--- src/rtl/lpr_pkg.sv ---
// Shared types and constants for the linear parameter ramp.
`timescale 1ns / 1ps

package lpr_pkg;

  localparam int KIND_BITS = 2;
  // Extra fraction bits that the accumulator and step carry beyond Q16.16
  localparam int FRAC_EXT = 16;

  typedef logic [KIND_BITS-1:0] kind_t;

  localparam kind_t KIND_JUMP = 2'd0;
  localparam kind_t KIND_RAMP = 2'd1;
  localparam kind_t KIND_TICK = 2'd2;

  typedef enum logic [4:0] {
    ST_IDLE = 5'b00001,
    ST_DIFF = 5'b00010,
    ST_DIV  = 5'b00100,
    ST_FIX  = 5'b01000,
    ST_EMIT = 5'b10000
  } state_t;

endpackage

--- src/rtl/linear_parameter_ramp.sv ---
// Top level of the linear parameter ramp: sequencer, state and result register.
//
//   channel  | signals                              | direction
//   item     | item_valid/item_ready, kind, value,  | in
//            | ramp_length                          |
//   result   | result_valid/result_ready,           | out
//            | current_value, ramping               |
//
// Jump, tick and unused kind: from idle straight to the emit state, which loads the result.
// A ramp with a nonzero length passes through the diff, divide and fix states before emit,
// the divide state waiting on the serial divider that produces one quotient bit per cycle.
// Synchronous reset clears the accumulator, goal, step and sample count to zero.
// item_ready is low while an item is in work; a result that is not taken
// holds the block at the point of loading the next result.
`timescale 1ns / 1ps

module linear_parameter_ramp #(
  parameter int VALUE_BITS = 32,
  parameter int COUNT_BITS = 16
) (
  input  logic                          clk,
  input  logic                          rst,
  input  logic                          item_valid,
  output logic                          item_ready,
  input  lpr_pkg::kind_t                kind,
  input  logic signed [VALUE_BITS-1:0]  value,
  input  logic [COUNT_BITS-1:0]         ramp_length,
  output logic                          result_valid,
  input  logic                          result_ready,
  output logic signed [VALUE_BITS-1:0]  current_value,
  output logic                          ramping
);

  import lpr_pkg::*;

  localparam int ACC_BITS = VALUE_BITS + FRAC_EXT;
  localparam logic [ACC_BITS-1:0] MAX_POS = {1'b0, {(ACC_BITS-1){1'b1}}};
  localparam logic [ACC_BITS-1:0] MAX_NEG = {1'b1, {(ACC_BITS-1){1'b0}}};

  state_t                  state;
  logic [ACC_BITS-1:0]     accumulator;
  logic [VALUE_BITS-1:0]   goal;
  logic [ACC_BITS-1:0]     step_size;
  logic [COUNT_BITS-1:0]   steps_left;
  logic                    step_neg;

  logic                    item_fire;
  logic                    emit_load;
  logic [ACC_BITS-1:0]     goal_wide;
  logic [ACC_BITS-1:0]     value_wide;
  logic [ACC_BITS:0]       diff;
  logic [ACC_BITS:0]       diff_abs;
  logic [ACC_BITS-1:0]     accum_sum;
  logic [COUNT_BITS-1:0]   steps_dec;
  logic                    div_done;
  logic [ACC_BITS-1:0]     quotient;
  logic [ACC_BITS-1:0]     step_mag;
  logic [ACC_BITS-1:0]     step_neg_val;

  assign item_ready = (state == ST_IDLE);
  assign item_fire  = item_valid && item_ready;
  assign emit_load  = (state == ST_EMIT) && (!result_valid || result_ready);

  assign goal_wide  = {goal, {FRAC_EXT{1'b0}}};
  assign value_wide = {value, {FRAC_EXT{1'b0}}};

  // Signed distance to the goal, one bit wider so it cannot overflow
  assign diff     = {goal_wide[ACC_BITS-1], goal_wide} -
                    {accumulator[ACC_BITS-1], accumulator};
  assign diff_abs = diff[ACC_BITS] ? (~diff + (ACC_BITS+1)'(1)) : diff;

  assign accum_sum = accumulator + step_size;
  assign steps_dec = steps_left - COUNT_BITS'(1);

  // Saturate the quotient to the step range, then apply the sign
  always_comb begin
    if (step_neg) begin
      step_mag = (quotient > MAX_NEG) ? MAX_NEG : quotient;
    end else begin
      step_mag = (quotient > MAX_POS) ? MAX_POS : quotient;
    end
    step_neg_val = ~step_mag + ACC_BITS'(1);
  end

  lpr_divider #(
    .DIVIDEND_BITS(ACC_BITS),
    .DIVISOR_BITS (COUNT_BITS)
  ) u_divider (
    .clk     (clk),
    .rst     (rst),
    .start   (state == ST_DIFF),
    .dividend(diff_abs[ACC_BITS-1:0]),
    .divisor (steps_left),
    .done    (div_done),
    .quotient(quotient)
  );

  always_ff @(posedge clk) begin
    if (rst) begin
      state        <= ST_IDLE;
      accumulator  <= '0;
      goal         <= '0;
      step_size    <= '0;
      steps_left   <= '0;
      step_neg     <= 1'b0;
      result_valid <= 1'b0;
    end else begin
      if (emit_load) begin
        result_valid <= 1'b1;
      end else if (result_ready) begin
        result_valid <= 1'b0;
      end
      unique case (state)
        ST_IDLE: begin
          if (item_fire) begin
            case (kind)
              KIND_JUMP: begin
                state       <= ST_EMIT;
                goal        <= value;
                accumulator <= value_wide;
                step_size   <= '0;
                steps_left  <= '0;
              end
              KIND_RAMP: begin
                goal       <= value;
                steps_left <= ramp_length;
                if (ramp_length == '0) begin
                  state       <= ST_EMIT;
                  accumulator <= value_wide;
                  step_size   <= '0;
                end else begin
                  state <= ST_DIFF;
                end
              end
              KIND_TICK: begin
                state <= ST_EMIT;
                if (steps_left != '0) begin
                  steps_left <= steps_dec;
                  // Snap to the goal on the last sample
                  accumulator <= (steps_dec == '0) ? goal_wide : accum_sum;
                end
              end
              default: begin
                state <= ST_EMIT;
              end
            endcase
          end
        end
        ST_DIFF: begin
          step_neg <= diff[ACC_BITS];
          state    <= ST_DIV;
        end
        ST_DIV: begin
          if (div_done) begin
            state <= ST_FIX;
          end
        end
        ST_FIX: begin
          step_size <= step_neg ? step_neg_val : step_mag;
          state     <= ST_EMIT;
        end
        ST_EMIT: begin
          // Hold until the result slot is free
          if (emit_load) begin
            state <= ST_IDLE;
          end
        end
        default: begin
          state <= ST_IDLE;
        end
      endcase
    end
  end

  always_ff @(posedge clk) begin
    if (emit_load) begin
      current_value <= accumulator[ACC_BITS-1:FRAC_EXT];
      ramping       <= (steps_left != '0);
    end
  end

endmodule

--- src/rtl/lpr_divider.sv ---
// Restoring unsigned divider, one quotient bit per cycle.
`timescale 1ns / 1ps

module lpr_divider #(
  parameter int DIVIDEND_BITS = 48,
  parameter int DIVISOR_BITS  = 16
) (
  input  logic                     clk,
  input  logic                     rst,
  input  logic                     start,
  input  logic [DIVIDEND_BITS-1:0] dividend,
  input  logic [DIVISOR_BITS-1:0]  divisor,
  output logic                     done,
  output logic [DIVIDEND_BITS-1:0] quotient
);

  localparam int CNT_BITS = $clog2(DIVIDEND_BITS + 1);

  logic                     busy;
  logic [CNT_BITS-1:0]      cnt;
  logic [DIVISOR_BITS-1:0]  rem;
  logic [DIVIDEND_BITS-1:0] quo;
  logic [DIVISOR_BITS:0]    rem_shift;
  logic                     fits;
  logic [DIVISOR_BITS:0]    rem_sub;
  logic [DIVISOR_BITS-1:0]  rem_next;

  // Quotient register also shifts the dividend out from the top
  assign rem_shift = {rem, quo[DIVIDEND_BITS-1]};
  assign fits      = rem_shift >= {1'b0, divisor};
  assign rem_sub   = rem_shift - {1'b0, divisor};
  assign rem_next  = fits ? rem_sub[DIVISOR_BITS-1:0] : rem_shift[DIVISOR_BITS-1:0];

  always_ff @(posedge clk) begin
    if (rst) begin
      busy <= 1'b0;
      done <= 1'b0;
      cnt  <= '0;
    end else begin
      // Pulse done once the last quotient bit is in
      done <= busy && !start && (cnt == CNT_BITS'(1));
      if (start) begin
        busy <= 1'b1;
        cnt  <= CNT_BITS'(DIVIDEND_BITS);
      end else if (busy) begin
        cnt <= cnt - CNT_BITS'(1);
        if (cnt == CNT_BITS'(1)) begin
          busy <= 1'b0;
        end
      end
    end
  end

  always_ff @(posedge clk) begin
    if (start) begin
      quo <= dividend;
      rem <= '0;
    end else if (busy) begin
      quo <= {quo[DIVIDEND_BITS-2:0], fits};
      rem <= rem_next;
    end
  end

  assign quotient = quo;

endmodule

--- config.mk ---
export PLATFORM = sky130hd
export DESIGN_NAME = linear_parameter_ramp
export DESIGN_NICKNAME = d
export VERILOG_FILES = /design/src/rtl/lpr_pkg.sv /design/src/rtl/linear_parameter_ramp.sv /design/src/rtl/lpr_divider.sv
export SDC_FILE = /design/constraint.sdc
export NUM_CORES = 1
export LEC_CHECK = 0
export BUFFER_PORTS_ARGS = -buffer_cell sky130_fd_sc_hd__buf_2
export CORE_MARGIN = 5
export CORE_UTILIZATION = 30
export CTS_CLUSTER_DIAMETER = 120
export DETAILED_ROUTE_END_ITERATION = 10
export PLACE_DENSITY_LB_ADDON = 0.15
export REMOVE_ABC_BUFFERS = 1
export SLEW_MARGIN = 20
export SYNTH_ARGS = -nofsm -noshare
export SYNTH_HDL_FRONTEND = slang
export SYNTH_HIERARCHICAL = 1
export SYNTH_SLANG_ARGS = --single-unit
export TNS_END_PERCENT = 100
--- constraint.sdc ---
create_clock -name clk -period 5.3 [get_ports clk]
set_clock_uncertainty 0.2 [all_clocks]
set_input_delay 0.795 -clock clk [delete_from_list [all_inputs] [get_ports clk]]
set_output_delay 0.795 -clock clk [all_outputs]
set_load 0.05 [all_outputs]
=== Yosys cells after proc, flatten, opt, wreduce, memory -nomap -nowiden ===
Index checks and enable logic that the tools add are counted.

* Add/sub/neg operators: 7
* Magnitude comparators: 3
* Eq/ne operators: 15
* Muxes and demuxes: 31
* Bitwise gates (word level): 2
* Reduce and logical (&&, ||, !) cells: 22

{| class="wikitable"
|+ Operators by type and width
! cell !! number
|-
| two-way mux 48 bit || 12
|-
| one-hot mux 48 bit (2 select lines) || 2
|-
| one-hot mux 48 bit (3 select lines) || 1
|-
| adder 48 x 1 -> 48 bit (second input constant) || 2
|-
| inverter 48 bit || 2
|-
| subtractor 48 x 48 -> 49 bit || 1
|-
| adder 48 bit || 1
|-
| greater-than comparator 48 x 47 -> 1 bit (second input constant) || 1
|-
| greater-than comparator 48 bit (second input constant) || 1
|-
| one-hot mux 16 bit (3 select lines) || 1
|-
| zero test 16 bit || 2
|-
| two-way mux 16 bit || 2
|-
| two-way mux 5 bit || 5
|-
| one-hot mux 5 bit (5 select lines) || 1
|-
| >= comparator 17 x 16 -> 1 bit || 1
|-
| nonzero test 16 bit || 1
|-
| subtractor 16 x 1 -> 16 bit (second input constant) || 1
|-
| subtractor 16 bit || 1
|-
| two-way mux 6 bit || 2
|-
| AND reduction 4 bit || 2
|-
| equality test 6 x 1 -> 1 bit (second input constant) || 1
|-
| != test 2 bit (second input constant) || 3
|-
| AND reduction 3 bit || 2
|-
| nonzero test 2 bit || 3
|-
| 19 further kinds || 29
|}

* Register bits after elaboration: 256
* Input bits: 54
* Output and inout bits: 35
* Logic and storage cells: 95

=== Logic depth before layout (Yosys ltp) ===
Gate-level depths: netlist of the first run.

* Depth after elaboration: 7
* Gate-level depth with buffers: 17
* Gate-level depth less buffers: 14

=== Cells and area by module ===
The synthesis of the first run kept the hierarchy.

{| class="wikitable"
|+ By module, submodules not included
! module !! instances !! cells an instance !! area an instance (sq um) !! sequential area each (sq um)
|-
| linear_parameter_ramp || 1 || 2,148 || 15,607.5 || 4,013.8
|-
| lpr_divider || 1 || 379 || 4,092.7 || 1,921.8
|}

=== Worst setup path before layout of the first run ===
OpenSTA, ideal clock, no wires.

* Path kind: flip-flop to flip-flop
* From: reg accumulator[0]
* To: reg u_divider.quo[40] (netlist: u_divider/quotient[40]) (data pin)
* Library setup time: 0.260 ns
* Arrival time: 4.156 ns
* Required time: 4.840 ns
* Slack: 0.684 ns
* Stages on the path, launching flop included: 17
* Path buffers: 3
* Period minus slack after synthesis: 4.616 ns
* Path through: dfxtp_1 -> clkbuf_1 -> inv_1 -> ha_1 -> nand2b_1 -> clkbuf_1 -> or4_1 -> a2111oi_2 -> a41oi_1 -> or3_1 -> buf_2 -> or4_1 -> or4b_4 -> nor2_4 -> a31oi_1 -> xor2_1 -> mux2_2

* Word-level cells in the longest chain between the ends: 5

{| class="wikitable"
|+ RTL lines
! item !! RTL line !! text
|-
| start: declaration || linear_parameter_ramp.sv:41 || <nowiki>logic [ACC_BITS-1:0] accumulator;</nowiki>
|-
| start signal: assignment || linear_parameter_ramp.sv:120 || <nowiki>accumulator <= value_wide;</nowiki>
|-
| start signal: assignment || linear_parameter_ramp.sv:129 || <nowiki>accumulator <= value_wide;</nowiki>
|-
| start signal: assignment || linear_parameter_ramp.sv:140 || <nowiki>accumulator <= (steps_dec == '0) ? goal_wide : accum_sum;</nowiki>
|-
| subtractor 48 x 48 -> 49 bit (*) || linear_parameter_ramp.sv:68 || <nowiki>assign diff = {goal_wide[ACC_BITS-1], goal_wide} -</nowiki>
|-
| inverter 48 bit || linear_parameter_ramp.sv:70 || <nowiki>assign diff_abs = diff[ACC_BITS] ? (~diff + (ACC_BITS+1)'(1)) : diff;</nowiki>
|-
| adder 48 x 1 -> 48 bit || linear_parameter_ramp.sv:70 ||
|-
| two-way mux 48 bit (*) || linear_parameter_ramp.sv:70 ||
|-
| via diff_abs[40] || linear_parameter_ramp.sv:52 || <nowiki>logic [ACC_BITS:0] diff_abs;</nowiki>
|-
| two-way mux 48 bit (*) || lpr_divider.sv:55 || <nowiki>if (start) begin</nowiki>
|-
| end signal: assignment || lpr_divider.sv:56 || <nowiki>quo <= dividend;</nowiki>
|-
| end signal: assignment || lpr_divider.sv:59 || <nowiki>quo <= {quo[DIVIDEND_BITS-2:0], fits};</nowiki>
|-
| end: declaration || lpr_divider.sv:22 || <nowiki>logic [DIVIDEND_BITS-1:0] quo;</nowiki>
|}

Mark *: on every way through the listed nets, which the timed path passes. The rest lies on a longest branch.
A chain may end at the register's enable or synchronous reset.

=== Final worst setup path of the first run ===
* From: reg accumulator[16]
* To: reg u_divider.quo[40] (netlist: u_divider/quotient[40]) (data pin)

The elaborated chain is that of the path after synthesis.

==> impl_metrics.tcl, run 1 <==
set metrics [dict create \
    maxSlewViolCount 0 \
    netlist_area_sq_um 19700 \
    power.sequential.fraction 0.235 \
    post_synth.cell_area_avg_sq_um 7.80 \
    fmax_ghz 0.199 \
    drc 0 \
    first_pass_iters 5 \
    finish.instance_area_sq_um 22300 \
    cts_tree "built" \
    global_route_wire_length_before_repair_mm 109 \
    finalWeightedCongestion 0.902 \
    dr.first_iter.drc_count 1362 \
    placed_cell_area_sq_um 21200 \
    netSwitchingFraction 0.447 \
    clock_power_share 0.209 \
    cts_inserted_buffers 31 \
    vias_per_cell 5.55 \
    tritoncts_sink_count 256 \
    cellLeakagePower_nw 8.47 \
    num-nets-final 2730 \
    grt_max_degree 108 \
    grt-busiest-layer "met2" \
    power_density_nw_per_um2 468 \
    grt_pass1_vias 18700 \
    sequential_fraction_of_the_synthesis_area 0.301 \
    floorplan.rows 94 \
    global_route.usage.met1 0.249 \
    layout_min_cycle_time_ns 5.03 \
    yosys_warnings 6 \
    hold_viol_final 0 \
    via_count 19200 \
    fp.dieH_um 266 \
    slew-limit-headroom 0.273 \
    startpoint_type "register" \
    hpwl_after_dpl_mm 52.7 \
    core_sq_um 65400 \
    port_buffers 88 \
    max_cap_viols 0 \
    hold_buffers 0 \
    antenna_cells_inserted 0 \
    netSwitchingPower_w 0.00466 \
    start_util 0.301 \
    ctsHtreeMaxLevel 1 \
    met3_usage 0.0199 \
    areaGrowthSynthToFinish_pct 13.0 \
    power.share.combinational 0.556 \
    multi_input_comb_area_sq_um 12900 \
    detail-route-antenna-nets 0 \
    worst_ep_required_time_ns 5.44 \
    irDropWorstVdd_mv 0.264 \
    critPathArrivalTime_ns 5.17 \
    syn-instance-count 2527 \
    dominantRegCellSynth "sky130_fd_sc_hd__dfxtp_1" \
    global_route.overflow_total 0 \
    seqCellArea_sq_um 5940 \
    globalRouteTotalUtil 0.190 \
    critical_path_peak_fanout 6 \
    overall_die_width_um 266 \
    timing.final.setup_violations 0 \
    async_reset_ff_frac 0 \
    clock_tree.buffer_depth 3 \
    detail_route.wirelength_mm 70.1 \
    filler_cell_count 6860 \
    postCtsSetupBuffers 0 \
    clockRootBuffer "sky130_fd_sc_hd__clkbuf_16" \
    final_layout_size_suffix_gt1_frac 0.116 \
    clkSlewWorstSetupHoldPaths_ns 0.06 \
    grt_met2_use 0.333 \
    run_status "finished, final reports clean" \
    timing.critical_path.to_type "register" \
    routed_wire_length_per_instance_um 20.3 \
    part_of_the_cycle_the_worst_path_needs 0.949 \
    total_power_w 0.0104 \
    final_core_utilization 0.340 \
    yosys_register_bits 256 \
    synth-edff-count 81 \
    hold_class "reg2reg" \
    antenna_violations_before_repair 0 \
    design.portCount 89 \
    critical_path_class "reg2reg" \
    rsz0062_at_grt "no" \
    measured_slew_at_the_worst_slew_check_pin_ns 1.09 \
    synthDistinctLibCells 92 \
    design.die.area_sq_um 70900 \
    cell_internal_pwr_w 0.00577 \
    worstSkewPairLatency_ns 0.59 \
]
==> registers in the layout, summed over array words and instances (netlist names) <==
| signal | count |
|---|---|
| state | 5 |
| steps_left | 16 |
| step_size | 48 |
| u_divider/done | 1 |
| goal | 32 |
| u_divider/cnt | 6 |
| result_valid | 1 |
| u_divider/rem | 16 |
| step_neg | 1 |
| ramping | 1 |
| current_value | 32 |
| accumulator | 48 |
| u_divider/quotient | 48 |
| u_divider/busy | 1 |
==> per-layer routing <==
metal,vias to the layer above,wire length [um]
li1,9398,-
met1,9200,30900
met2,499,34000
met3,95,3200
met4,0,1990
met5,-,0
==> critical path, cell delays in order (launching register included) <==
cell                      delay (ns)
sky130_fd_sc_hd__dfxtp_1        0.38
sky130_fd_sc_hd__inv_1          0.06
sky130_fd_sc_hd__ha_1           0.32
sky130_fd_sc_hd__or4b_1         0.52
sky130_fd_sc_hd__nor4_2         0.47
sky130_fd_sc_hd__and4_1         0.34
sky130_fd_sc_hd__o21ai_0        0.12
sky130_fd_sc_hd__and2_1         0.19
sky130_fd_sc_hd__or2_2          0.34
sky130_fd_sc_hd__or4_1          0.50
sky130_fd_sc_hd__or4b_4         0.56
sky130_fd_sc_hd__nor2_4         0.21
sky130_fd_sc_hd__a31oi_1        0.13
sky130_fd_sc_hd__xor2_1         0.17
sky130_fd_sc_hd__mux2_2         0.27
==> final cells by class <==
class                           instances  area share
Clock buffer                           50      0.0413
Clock inverter                          8     0.00450
Inverter                              104      0.0176
Multi-Input combinational cell       2029       0.580
Sequential cell                       256       0.267
Tap cell                              864      0.0486
Timing Repair Buffer                  147      0.0409
==> cells in the mapped netlist (18+ instances only) <==
master | instances | area [sq um]
sky130_fd_sc_hd__edfxtp_1 | 81 | 2430
sky130_fd_sc_hd__inv_1 | 103 | 387
sky130_fd_sc_hd__ha_1 | 105 | 1310
sky130_fd_sc_hd__nand4_1 | 33 | 206
sky130_fd_sc_hd__nor4_1 | 29 | 181
sky130_fd_sc_hd__dfxtp_1 | 175 | 3500
sky130_fd_sc_hd__a21o_1 | 45 | 338
sky130_fd_sc_hd__xor2_1 | 48 | 420
sky130_fd_sc_hd__clkbuf_1 | 117 | 439
sky130_fd_sc_hd__nor2_1 | 214 | 803
sky130_fd_sc_hd__a211oi_1 | 27 | 203
sky130_fd_sc_hd__or2_2 | 18 | 113
sky130_fd_sc_hd__mux2_2 | 50 | 563
sky130_fd_sc_hd__o211ai_1 | 60 | 450
sky130_fd_sc_hd__and2_1 | 23 | 144
sky130_fd_sc_hd__or3_1 | 28 | 175
sky130_fd_sc_hd__xnor2_1 | 95 | 832
sky130_fd_sc_hd__o21ai_0 | 166 | 831
sky130_fd_sc_hd__a21oi_1 | 229 | 1150
sky130_fd_sc_hd__o21a_1 | 19 | 143
sky130_fd_sc_hd__nor3_1 | 63 | 315
sky130_fd_sc_hd__nand2_1 | 329 | 1230
sky130_fd_sc_hd__a31oi_1 | 21 | 131
sky130_fd_sc_hd__nand3_1 | 77 | 385
sky130_fd_sc_hd__a22oi_1 | 20 | 150
==> layout by cell type, fill, tap and decap left out, types with 23 or more instances in the layout <==
cell type / count
sky130_fd_sc_hd__nand2_1: 328
sky130_fd_sc_hd__a21oi_1: 228
sky130_fd_sc_hd__nor2_1: 213
sky130_fd_sc_hd__dfxtp_1: 174
sky130_fd_sc_hd__o21ai_0: 166
sky130_fd_sc_hd__ha_1: 104
sky130_fd_sc_hd__inv_1: 101
sky130_fd_sc_hd__xnor2_1: 95
sky130_fd_sc_hd__buf_2: 87
sky130_fd_sc_hd__edfxtp_1: 81
sky130_fd_sc_hd__nand3_1: 77
sky130_fd_sc_hd__nor3_1: 62
sky130_fd_sc_hd__o211ai_1: 60
sky130_fd_sc_hd__buf_4: 58
sky130_fd_sc_hd__mux2_2: 50
sky130_fd_sc_hd__xor2_1: 48
sky130_fd_sc_hd__a21o_1: 45
sky130_fd_sc_hd__nand4_1: 33
sky130_fd_sc_hd__clkbuf_16: 33
sky130_fd_sc_hd__or3_1: 28
sky130_fd_sc_hd__nor4_1: 28
sky130_fd_sc_hd__a211oi_1: 27
sky130_fd_sc_hd__and2_1: 23
==> worst paths after layout <==
path                         from                      to  slack (ns)  depth (start not counted)
setup / recovery  accumulator[16]  u_divider/quotient[40]        0.27                         14
hold / removal      step_size[47]           step_size[47]        0.25                          2
setup reg to reg  accumulator[16]  u_divider/quotient[40]        0.27                         14
hold reg to reg     step_size[47]           step_size[47]        0.25                          2
==> cell families after synthesis <==
kind of cell / count (synthesis) / share of synthesized area
and+or+nand+nor: 923 / 0.222
AOI/OAI and AO/OA: 798 / 0.264
DFF: 256 / 0.301
xor gates and xnor gates: 143 / 0.0636
adders and majority gates: 107 / 0.0687
muxes: 58 / 0.0326
buffers and inverters: 242 / 0.0475
==> through the flow <==
stage / instances / TNS, ns / worst slack (ns) / hold WS (ns)
finish: 3458 / 0 / 0.269 / 0.251
global route: 3458 / 0 / 0.0349 / 0.233
CTS: 3458 / 0 / 0.115 / 0.218
detailed placement: 3400 / -0.101 / -0.101 / 0.245
global placement: 3400 / 0 / 0.146 / 0.242
floorplan: 2389 / -0.0259 / -0.0259 / 0.220
==> power by group through the flow <==
| stage | clock network (W) | registers, W | logic (W) |
|---|---|---|---|
| after global routing | 0.00232 | 0.00248 | 0.00636 |
| after CTS | 0.00225 | 0.00245 | 0.00577 |
| after global placement | 0 | 0.00249 | 0.00571 |
| after detailed placement | 0 | 0.00249 | 0.00573 |
| after floorplan | 0 | 0.00249 | 0.00407 |
| final | 0.00218 | 0.00245 | 0.00580 |
==> repair_timing <==
item                                    4_1_cts  5_1_grt
endpoints found under the setup margin        1       11
gates resized for setup                       1        4
hold endpoints to repair                      0        0
Power figures use the tool's default switching activity.
==> inputs of run 2 (changes only) <==
--- a/config.mk
+++ b/config.mk
@@ -8,6 +8,7 @@
 export BUFFER_PORTS_ARGS = -buffer_cell sky130_fd_sc_hd__buf_2
 export CORE_MARGIN = 5
 export CORE_UTILIZATION = 30
+export CTS_BUF_LIST = sky130_fd_sc_hd__clkbuf_4 sky130_fd_sc_hd__clkbuf_8 sky130_fd_sc_hd__clkbuf_16
 export CTS_CLUSTER_DIAMETER = 120
 export DETAILED_ROUTE_END_ITERATION = 10
 export PLACE_DENSITY_LB_ADDON = 0.15
==> run 2 against run 1 <==
Clock power increased by 3%. First-iteration DRC count decreased by 2.8%. Cell count stayed put. Worst hold slack barely moved. Combinational power about the same. Design area increased by 0.24%. Sequential power is essentially flat. Largest power group unchanged. Sequential share of layout area fell by 0.063 points.
==> impl_metrics.tcl, run 2 (same netlist as run 1, synthesis figures left out) <==
set metrics [dict create \
    part_of_the_cycle_the_worst_path_needs 0.948 \
    power.share.combinational 0.552 \
    hold_viol_final 0 \
    global_route.overflow_total 0 \
    hold_buffers 0 \
    irDropWorstVdd_mv 0.265 \
    drc 0 \
    startpoint_type "register" \
    fmax_ghz 0.199 \
    most_used_cells_in_the_layout_excluding_fill_and_tap_cells "sky130_fd_sc_hd__nand2_1 (328), sky130_fd_sc_hd__a21oi_1 (228), sky130_fd_sc_hd__nor2_1 (213)" \
    globalRouteTotalUtil 0.190 \
    maxSlewViolCount 0 \
    routed_wire_length_per_instance_um 20.3 \
    summed_negative_setup_slack_over_all_endpoints_ns 0 \
    port_buffers 88 \
    worst_ep_required_time_ns 5.44 \
    detail_route.wirelength_mm 70.1 \
    max_cap_viols 0 \
    overall_die_width_um 266 \
    grt_max_degree 108 \
    run_status "finished, final reports clean" \
    detail-route-antenna-nets 0 \
    hpwl_after_dpl_mm 52.7 \
    start_util 0.301 \
    design.die.area_sq_um 70900 \
    dr.first_iter.drc_count 1324 \
    cell_internal_pwr_w 0.00584 \
    measured_slew_at_the_worst_slew_check_pin_ns 1.09 \
    rsz0062_at_grt "no" \
    clkSlewWorstSetupHoldPaths_ns 0.06 \
    num-nets-final 2730 \
    finalWeightedCongestion 0.902 \
    timing.critical_path.to_type "register" \
    clock_tree.buffer_depth 3 \
    fp.dieH_um 266 \
    most_common_cell_after_layout_fill_and_taps_aside "sky130_fd_sc_hd__nand2_1" \
    antenna_violations_before_repair 0 \
    cts_inserted_buffers 31 \
    slew-limit-headroom 0.275 \
    first_pass_iters 5 \
    antenna_cells_inserted 0 \
    timing.final.setup_violations 0 \
    vias_per_cell 5.53 \
    clock_power_share 0.215 \
    core_sq_um 65400 \
    global_route_wire_length_before_repair_mm 109 \
    power.sequential.fraction 0.234 \
    critical_path_class "reg2reg" \
    critical_path_peak_fanout 4 \
    via_count 19100 \
    grt_pass1_vias 18700 \
    cellLeakagePower_nw 8.52 \
    critPathArrivalTime_ns 5.17 \
    clockRootBuffer "sky130_fd_sc_hd__clkbuf_16" \
    hold_class "reg2reg" \
    final_layout_size_suffix_gt1_frac 0.122 \
    areaGrowthSynthToFinish_pct 13.3 \
    floorplan.rows 94 \
    tritoncts_sink_count 256 \
    ctsHtreeMaxLevel 1 \
    netSwitchingFraction 0.444 \
    filler_cell_count 6852 \
    worstSkewPairLatency_ns 0.59 \
    netSwitchingPower_w 0.00466 \
    cts_tree "built" \
    power_density_nw_per_um2 471 \
    design.portCount 89 \
    total_power_w 0.0105 \
    layout_min_cycle_time_ns 5.03 \
]
[run 2: cell counts in the layout (fill, tap and decap cells not counted)]
Identical to the previous run, type by type.
[run 2: path summary, 6_finish.rpt]
kind         cells past startpoint             from  slack (ns)                      to
min                              2    step_size[47]        0.25           step_size[47]
max reg2reg                     14  accumulator[16]        0.27  u_divider/quotient[47]
max                             14  accumulator[16]        0.27  u_divider/quotient[47]
min reg2reg                      2    step_size[47]        0.25           step_size[47]
[run 2: routing by layer]
layer	vias up	wire length (um)	GRT usage
li1	9400	-	-
met1	9169	31200	0.249
met2	465	34000	0.333
met3	98	2890	0.0199
met4	0	2030	0.0532
met5	-	0	0
[run 2: power by group through the flow]
stage               sequential [W]  combinational (W)  clock, W
floorplan                  0.00249            0.00407         0
global placement           0.00249            0.00571         0
detailed placement         0.00249            0.00573         0
CTS                        0.00245            0.00577   0.00232
global route               0.00248            0.00636   0.00240
finish                     0.00245            0.00579   0.00225
[run 2: layout make-up]
class | instances | area [sq um] | share of cell area
Multi-Input combinational cell | 2029 | 12900 | 0.579
Clock buffer | 50 | 972 | 0.0436
Timing Repair Buffer | 147 | 911 | 0.0408
Inverter | 104 | 392 | 0.0176
Tap cell | 864 | 1080 | 0.0484
Clock inverter | 8 | 100 | 0.00449
Sequential cell | 256 | 5940 | 0.266
[run 2: timing repair]
item / in CTS / in global routing
buffers inserted: 0 / 0
endpoints found under the setup margin: 1 / 11
resized for setup: 1 / 4
[run 2: critical path: stages (launching register included)]
cell and delay (ns):
sky130_fd_sc_hd__dfxtp_1 0.38, sky130_fd_sc_hd__inv_1 0.06, sky130_fd_sc_hd__ha_1 0.32, sky130_fd_sc_hd__or4b_1 0.52, sky130_fd_sc_hd__nor4_2 0.47, sky130_fd_sc_hd__and4_1 0.34
sky130_fd_sc_hd__or3_1 0.18, sky130_fd_sc_hd__nor3b_1 0.28, sky130_fd_sc_hd__o221ai_1 0.27, sky130_fd_sc_hd__nor4b_2 0.45, sky130_fd_sc_hd__nand3_1 0.25, sky130_fd_sc_hd__or3b_2 0.51
sky130_fd_sc_hd__o221ai_1 0.19, sky130_fd_sc_hd__xnor2_1 0.09, sky130_fd_sc_hd__mux2_2 0.27
[run 2: metrics by stage]
| step | setup slack, ns | instance area [sq um] | hold WS (ns) | std cells | utilization |
|---|---|---|---|---|---|
| 6_report | 0.274 | 22300 | 0.251 | 3458 | 0.341 |
| 5_1_grt | 0.0348 | 22300 | 0.233 | 3458 | 0.341 |
| 4_1_cts | 0.115 | 22300 | 0.218 | 3458 | 0.341 |
| 3_5_place_dp | -0.101 | 21200 | 0.245 | 3400 | 0.324 |
| 3_3_place_gp | 0.146 | 21200 | 0.242 | 3400 | 0.324 |
| 2_1_floorplan | -0.0259 | 19200 | 0.220 | 2389 | - |
